[src/rtl/core/lcgja_pkg.sv]
`default_nettype none

package lcgja_pkg;

   // field widths and the prime modulus 2^31-1
   localparam int unsigned VAL_W   = 31;
   localparam int unsigned CNT_W   = 31;
   localparam int unsigned PROD_W  = 2 * VAL_W;
   localparam int unsigned CSR_IDX_W = 1;

   localparam logic [VAL_W-1:0] LCG_MOD       = 31'h7FFF_FFFF;
   localparam logic [VAL_W-1:0] MULT_RESET    = 31'd48271;
   localparam logic [VAL_W-1:0] INC_RESET     = 31'd0;
   localparam logic [VAL_W-1:0] VAL_ZERO      = '0;
   localparam logic [VAL_W-1:0] VAL_ONE       = 31'd1;

   // register indexes on the csr port
   localparam logic [CSR_IDX_W-1:0] REG_MULTIPLIER = 1'b0;
   localparam logic [CSR_IDX_W-1:0] REG_INCREMENT  = 1'b1;

   // sequencer states
   typedef enum logic [2:0] {
      ST_IDLE,
      ST_RUN,
      ST_GAP,
      ST_FIN,
      ST_OUT
   } state_type;

   // operations issued to the shared multiply unit
   typedef enum logic [2:0] {
      OP_RM,    // running multiplier times step multiplier
      OP_RA,    // running increment times step multiplier, plus step increment
      OP_SA,    // step increment times (step multiplier + 1)
      OP_SM,    // step multiplier squared
      OP_FIN    // running multiplier plus running increment
   } op_type;

   // a full-width input of all ones is congruent to zero
   function automatic logic [VAL_W-1:0] mod_fix(input logic [VAL_W-1:0] x);
      mod_fix = (x == LCG_MOD) ? VAL_ZERO : x;
   endfunction

endpackage

`default_nettype wire

[src/rtl/core/lcgja_mulmod.sv]
`default_nettype none

module lcgja_mulmod (
   input  wire logic                      clock,
   input  wire logic                      load,
   input  wire logic [lcgja_pkg::VAL_W-1:0] op_a,
   input  wire logic [lcgja_pkg::VAL_W-1:0] op_b,
   input  wire logic [lcgja_pkg::VAL_W-1:0] addend,
   output logic      [lcgja_pkg::VAL_W-1:0] result
);
   import lcgja_pkg::*;

   logic [PROD_W-1:0] prod_ff;
   logic [PROD_W-1:0] prod_in;
   logic [VAL_W-1:0]  addend_ff;
   logic [VAL_W-1:0]  addend_in;
   logic [VAL_W+1:0]  sum3;
   logic [VAL_W:0]    fold;

   // product and addend captured on issue, held otherwise
   always_comb begin
      prod_in   = load ? (PROD_W'(op_a) * PROD_W'(op_b)) : prod_ff;
      addend_in = load ? addend : addend_ff;
   end

   always_ff @(posedge clock) begin
      prod_ff   <= prod_in;
      addend_ff <= addend_in;
   end

   // 2^31 is 1 mod 2^31-1: add the halves and the addend, fold the carry,
   // then one conditional subtract
   always_comb begin
      sum3 = {2'b00, prod_ff[PROD_W-1:VAL_W]} + {2'b00, prod_ff[VAL_W-1:0]}
           + {2'b00, addend_ff};
      fold = {1'b0, sum3[VAL_W-1:0]} + {{(VAL_W-1){1'b0}}, sum3[VAL_W+1:VAL_W]};
      if (fold >= {1'b0, LCG_MOD}) begin
         result = VAL_W'(fold - {1'b0, LCG_MOD});
      end else begin
         result = fold[VAL_W-1:0];
      end
   end

endmodule

`default_nettype wire

[src/rtl/core/lcg_jump_ahead.sv]
// throughput: one item at a time, the 31x31 modular multiplier is shared by the updates
//   of each count bit (four for a set bit, two for a clear one) and by the final add
// reset: synchronous, returns to idle with multiplier 48271 and increment 0
`default_nettype none

module lcg_jump_ahead (
   input  wire logic                            clock,
   input  wire logic                            reset,
   input  wire logic                            req_valid,
   output logic                                 req_stall,
   input  wire logic [lcgja_pkg::VAL_W-1:0]     req_seed_value,
   input  wire logic [lcgja_pkg::CNT_W-1:0]     req_skip_count,
   output logic                                 rsp_valid,
   input  wire logic                            rsp_stall,
   output logic      [lcgja_pkg::VAL_W-1:0]     rsp_advanced_value,
   input  wire logic                            csr_valid,
   output logic                                 csr_ready,
   input  wire logic [lcgja_pkg::CSR_IDX_W-1:0] csr_index,
   input  wire logic [lcgja_pkg::VAL_W-1:0]     csr_data
);
   import lcgja_pkg::*;

   state_type        state_ff, state_in;
   op_type           op_ff, op_in;
   op_type           wb_op_ff, wb_op_in;
   op_type           issue_op;
   logic             wb_valid_ff, wb_valid_in;
   logic             rsp_valid_ff, rsp_valid_in;
   logic [VAL_W-1:0] rsp_value_ff, rsp_value_in;
   logic [VAL_W-1:0] mult_ff, mult_in;
   logic [VAL_W-1:0] inc_ff, inc_in;
   logic [VAL_W-1:0] run_mul_ff, run_mul_in;
   logic [VAL_W-1:0] run_add_ff, run_add_in;
   logic [VAL_W-1:0] step_mul_ff, step_mul_in;
   logic [VAL_W-1:0] step_add_ff, step_add_in;
   logic [CNT_W-1:0] count_ff, count_in;
   logic             issue;
   logic [VAL_W-1:0] mm_a, mm_b, mm_add, mm_result;
   logic [VAL_W-1:0] step_mul_p1;

   // configuration registers, always ready
   assign csr_ready = 1'b1;

   always_comb begin
      mult_in = mult_ff;
      inc_in  = inc_ff;
      if (csr_valid) begin
         unique case (csr_index)
            REG_MULTIPLIER: mult_in = csr_data;
            REG_INCREMENT:  inc_in  = csr_data;
         endcase
      end
   end

   always_ff @(posedge clock) begin
      if (reset) begin
         mult_ff <= MULT_RESET;
         inc_ff  <= INC_RESET;
      end else begin
         mult_ff <= mult_in;
         inc_ff  <= inc_in;
      end
   end

   // (step multiplier + 1) mod 2^31-1
   assign step_mul_p1 = (step_mul_ff == LCG_MOD - VAL_ONE) ? VAL_ZERO : step_mul_ff + VAL_ONE;

   // operand selection for the shared unit
   always_comb begin
      issue_op = (state_ff == ST_FIN) ? OP_FIN : op_ff;
      unique case (issue_op)
         OP_RM: begin
            mm_a = run_mul_ff;  mm_b = step_mul_ff;  mm_add = VAL_ZERO;
         end
         OP_RA: begin
            mm_a = run_add_ff;  mm_b = step_mul_ff;  mm_add = step_add_ff;
         end
         OP_SA: begin
            mm_a = step_add_ff; mm_b = step_mul_p1;  mm_add = VAL_ZERO;
         end
         OP_SM: begin
            mm_a = step_mul_ff; mm_b = step_mul_ff;  mm_add = VAL_ZERO;
         end
         OP_FIN: begin
            mm_a = run_mul_ff;  mm_b = VAL_ONE;      mm_add = run_add_ff;
         end
         default: begin
            mm_a = VAL_ZERO;    mm_b = VAL_ZERO;     mm_add = VAL_ZERO;
         end
      endcase
   end

   assign issue = (state_ff == ST_RUN) || (state_ff == ST_FIN);

   lcgja_mulmod u_mulmod (
      .clock  (clock),
      .load   (issue),
      .op_a   (mm_a),
      .op_b   (mm_b),
      .addend (mm_add),
      .result (mm_result)
   );

   // sequencer: next state, write-back and result register
   always_comb begin
      state_in     = state_ff;
      op_in        = op_ff;
      wb_op_in     = wb_op_ff;
      wb_valid_in  = 1'b0;
      rsp_valid_in = rsp_valid_ff;
      rsp_value_in = rsp_value_ff;
      run_mul_in   = run_mul_ff;
      run_add_in   = run_add_ff;
      step_mul_in  = step_mul_ff;
      step_add_in  = step_add_ff;
      count_in     = count_ff;

      // result leaves on its transfer
      if (rsp_valid_ff && !rsp_stall) begin
         rsp_valid_in = 1'b0;
      end

      // write-back of the operation issued in the previous cycle
      if (wb_valid_ff) begin
         case (wb_op_ff)
            OP_RM:   run_mul_in  = mm_result;
            OP_RA:   run_add_in  = mm_result;
            OP_SA:   step_add_in = mm_result;
            OP_SM:   step_mul_in = mm_result;
            default: ;
         endcase
      end

      unique case (state_ff)
         ST_IDLE: begin
            if (req_valid) begin
               run_mul_in  = mod_fix(req_seed_value);
               run_add_in  = VAL_ZERO;
               step_mul_in = mod_fix(mult_ff);
               step_add_in = mod_fix(inc_ff);
               count_in    = req_skip_count;
               op_in       = req_skip_count[0] ? OP_RM : OP_SA;
               state_in    = (req_skip_count == '0) ? ST_FIN : ST_RUN;
            end
         end
         ST_RUN: begin
            wb_valid_in = 1'b1;
            wb_op_in    = op_ff;
            case (op_ff)
               OP_RM: op_in = OP_RA;
               OP_RA: op_in = OP_SA;
               OP_SA: op_in = OP_SM;
               default: begin
                  count_in = count_ff >> 1;
                  state_in = ST_GAP;
               end
            endcase
         end
         ST_GAP: begin
            // step multiplier is written back here, so nothing issues
            op_in    = count_ff[0] ? OP_RM : OP_SA;
            state_in = (count_ff == '0) ? ST_FIN : ST_RUN;
         end
         ST_FIN: begin
            state_in = ST_OUT;
         end
         ST_OUT: begin
            if (!rsp_valid_ff || !rsp_stall) begin
               rsp_valid_in = 1'b1;
               rsp_value_in = mm_result;
               state_in     = ST_IDLE;
            end
         end
         default: state_in = ST_IDLE;
      endcase
   end

   // control state
   always_ff @(posedge clock) begin
      if (reset) begin
         state_ff     <= ST_IDLE;
         op_ff        <= OP_RM;
         wb_op_ff     <= OP_RM;
         wb_valid_ff  <= 1'b0;
         rsp_valid_ff <= 1'b0;
      end else begin
         state_ff     <= state_in;
         op_ff        <= op_in;
         wb_op_ff     <= wb_op_in;
         wb_valid_ff  <= wb_valid_in;
         rsp_valid_ff <= rsp_valid_in;
      end
   end

   // working values and result payload
   always_ff @(posedge clock) begin
      rsp_value_ff <= rsp_value_in;
      run_mul_ff   <= run_mul_in;
      run_add_ff   <= run_add_in;
      step_mul_ff  <= step_mul_in;
      step_add_ff  <= step_add_in;
      count_ff     <= count_in;
   end

   assign req_stall          = (state_ff != ST_IDLE);
   assign rsp_valid          = rsp_valid_ff;
   assign rsp_advanced_value = rsp_value_ff;

`ifndef ASSERT_OFF
   // write-back only follows an issue inside the bit loop
   assert property (@(posedge clock) disable iff (reset)
      wb_valid_ff |-> (state_ff == ST_RUN || state_ff == ST_GAP))
      else $error("write-back outside the bit loop");

   // working values stay reduced while an item is in flight
   assert property (@(posedge clock) disable iff (reset)
      (state_ff != ST_IDLE) |-> (run_mul_ff < LCG_MOD && run_add_ff < LCG_MOD
                                 && step_mul_ff < LCG_MOD && step_add_ff < LCG_MOD))
      else $error("working value not reduced");

   // an accepted item makes the block busy
   assert property (@(posedge clock) disable iff (reset)
      (req_valid && !req_stall) |=> req_stall)
      else $error("block not busy after transfer");

   // a result only appears from the output step
   assert property (@(posedge clock) disable iff (reset)
      $rose(rsp_valid_ff) |-> ($past(state_ff) == ST_OUT))
      else $error("result raised outside output step");
`endif

endmodule

`default_nettype wire

[config.mk]
export PLATFORM = sky130hd
export DESIGN_NAME = lcg_jump_ahead
export DESIGN_NICKNAME = d
export VERILOG_FILES = /design/src/rtl/core/lcgja_pkg.sv /design/src/rtl/core/lcgja_mulmod.sv /design/src/rtl/core/lcg_jump_ahead.sv
export SDC_FILE = /design/constraint.sdc
export NUM_CORES = 2
export LEC_CHECK = 0
export BUFFER_PORTS_ARGS = -buffer_cell sky130_fd_sc_hd__buf_4
export CORE_MARGIN = 1
export CORE_UTILIZATION = 55
export DETAILED_ROUTE_END_ITERATION = 10
export GPL_ROUTABILITY_DRIVEN = 0
export PLACE_DENSITY_LB_ADDON = 0.2
export SYNTH_ARGS = -nofsm -noshare
export SYNTH_HDL_FRONTEND = slang
export SYNTH_SLANG_ARGS = --single-unit
[constraint.sdc]
create_clock -name clock -period 19.5 [get_ports clock]
set_input_delay 1.95 -clock clock [delete_from_list [all_inputs] [get_ports clock]]
set_output_delay 1.95 -clock clock [all_outputs]
set_load 0.05 [all_outputs]
==> metrics <==
status completed; type of the most critical hold path flop to flop; number of nets still failing antenna checks after routing 0; R2R cell count 37; signal arrival time at the worst endpoint 12890 ps; gr usage total 36.6%; final HPWL from detailed placement 131 mm; number of endpoints with negative hold slack in the final report 0; critical register-to-register path startpoint step_mul_ff[4]; Slew headroom 2.35%; clk root buf clkbuf_16; number of global-route vias before repair 43100; cells after synthesis 5895; worst setup skew after layout 41.5 ps; actual transition at the worst max-transition pin 1450 ps; starting density of the core 55.9%; critical path's most frequent cell fa_1; share of Yosys cell area claimed by the top area cell type 33.2%; post-synthesis sequential area ratio 16.9%; number of remaining DRC errors 0; critical path launch point step_mul_ff[4]; Avg WL per Cell 24.1 um; commonest cells in the synthesized netlist nand2_1 (869), inv_1 (856), fa_1 (840); worst slack on hold paths 470 ps; number of nets in the synthesized netlist 7161; CP Capture Point u_mulmod.prod_ff[61]; via count 43400; TritonCTS clock tree done; detailed-route vias per instance 6.16; crit-path max cell delay 600 ps; iteration count of the initial detailed-routing pass 9; largest net degree at the start of global routing 101; total negative setup slack 0 ps; Crit Path Max Fanout 69; FF-to-FF setup slack 6940 ps; Core Util, Final 59.6%; Layout area overhead 6.68%; Worst Hold Launch mult_ff[26]; die extent in x 306 um; number of buffers inserted for hold repair after clock tree synthesis 0; number of standard-cell rows in the floorplan 110; initial drt markers 5029; number of library cell types mapped by synthesis 105; TritonCTS sink count 350; slowest cell on the critical path buf_4; I/O Pins 133; Async S/R FF share, synth 0%; total standard cell area after synthesis 0.0507 mm^2; insertion delay of the later-clocked pin in the worst-skew pair 580 ps; top flip-flop cell by instance count after synthesis dfxtp_1; H-tree levels 2; top cells by area, synth fa_1 (33%), edfxtp_1 (9.2%), ha_1 (8.1%); highest attainable clock frequency 79.6 MHz; first-pass GRT wire length 258 mm; antenna violations before repair 12; PostCTS Resize Cnt 0; RSZ-0062 raised after global routing false; mean cell area of the mapped netlist 8.60 um^2; proportion of layout cells with a drive suffix above 1 7.41%; Required @ worst endpoint 19820 ps; CTS max path bufs 3; count of warnings emitted by yosys 0; number of buffers inserted to repair setup after CTS 0; Die Footprint 0.0934 mm^2; final period demand of the worst path 12560 ps; most common cell in the netlist nand2_1; start-to-end type of the worst setup path flop to flop; share of the clock period used by the worst path after layout 64.4%; total of buffers placed on input and output ports 131; count of maximum capacitance violations 0; endpoint of the worst register-to-register path u_mulmod.prod_ff[61]; post-CTS clock slew at the launch and capture registers of the worst setup and hold paths 70 ps; Max Slew Vio Count 0; number of nets in the final layout 7092; flops & latches, synth 350; capturing element type of the critical path flop; launching element type of the critical path flop; floorplan die height 306 um; detailed-route wire length 169 mm; largest area contributor in the netlist fa_1; global route total overflow 0; Final Setup Violations 0; number of synthesized flops with an enable pin 155; standard cell core area 0.0907 mm^2; TritonCTS Buffers 36
==> per-stage QoR <==
stage               area, um^2  std cells  setup slack (ps)
global placement         52900       6964              7490
detailed placement       52900       6964              7290
CTS                      54100       7030              7250
floorplan                50700       5895              5470
finish                   54100       7038              6940
global route             54100       7030              6220
==> cells by family (layout without fill, tap and decap cells) <==
logic type / after synthesis / count (layout) / share of synthesized area (%)
xor+xnor: 137 / 137 / 2.44
mux: 39 / 39 / 0.785
buf+inv: 1200 / 1159 / 9.02
compound gates: 977 / 977 / 12.4
fa+ha+maj: 1167 / 1167 / 41.2
other cells: 1 / 9 / 0.00740
simple gates: 2024 / 2024 / 17.3
flops: 350 / 350 / 16.9
==> worst max-delay path, delay by kind of cell (launching register included) <==
kind / cells / cell delay, ps
simple gates: 11 / 2400
xor+xnor: 1 / 90
fa+ha+maj: 9 / 4280
flops: 1 / 470
buf+inv: 6 / 1200
compound gates: 10 / 3830
==> final cells by class <==
| cell class | count | area, um^2 |
|---|---|---|
| Multi-Input combinational cell | 4345 | 37900 |
| Fill cell | 7976 | 36600 |
| Sequential cell | 350 | 8560 |
| Inverter | 856 | 3210 |
| Timing Repair Buffer | 237 | 1780 |
| Tap cell | 1176 | 1470 |
| Clock buffer | 50 | 1050 |
| Clock inverter | 16 | 128 |
| Antenna cell | 8 | 20.0 |
==> how the worst min path moves through the flow <==
stage                                 to  slack (ps)  cells past startpoint
after CTS                    mult_ff[26]         470                      2
after global placement    run_add_ff[13]         460                      2
after global routing         mult_ff[26]         490                      2
after detailed placement     mult_ff[26]         460                      2
after floorplan               inc_ff[13]         450                      2
final                        mult_ff[26]         470                      2
==> cell usage in the layout, fill, tap and decap left out, types with 155 or more instances in the layout <==
cell type / n
nand3_1: 159
a21oi_1: 482
nor2_1: 650
nand2_1: 867
buf_4: 237
dfxtp_1: 193
ha_1: 327
fa_1: 840
inv_1: 856
edfxtp_1: 155
==> metal layers <==
layer | vias up | global-route usage, % | share of wire [%]
li1 | 18800 | - | -
met1 | 21500 | 48.6 | 38
met2 | 2516 | 55.7 | 44
met3 | 516 | 10.2 | 12
met4 | 12 | 16.7 | 5.5
met5 | - | 0 | 0.066
==> flip-flops by register name, indices dropped and copies added, names as in the netlist, 2 cells and up <==
name and cells:
op_ff 2, u_mulmod.addend_ff 31, run_mul_ff 31, rsp_advanced_value 31, wb_op_ff 2, count_ff 31
state_ff 3, step_mul_ff 31, run_add_ff 31, mult_ff 31, u_mulmod.prod_ff 62, inc_ff 31
step_add_ff 31
Power is left out: the tool's default activity adds up to more than one toggle a clock period on the data nets, which glitch-free logic cannot reach.
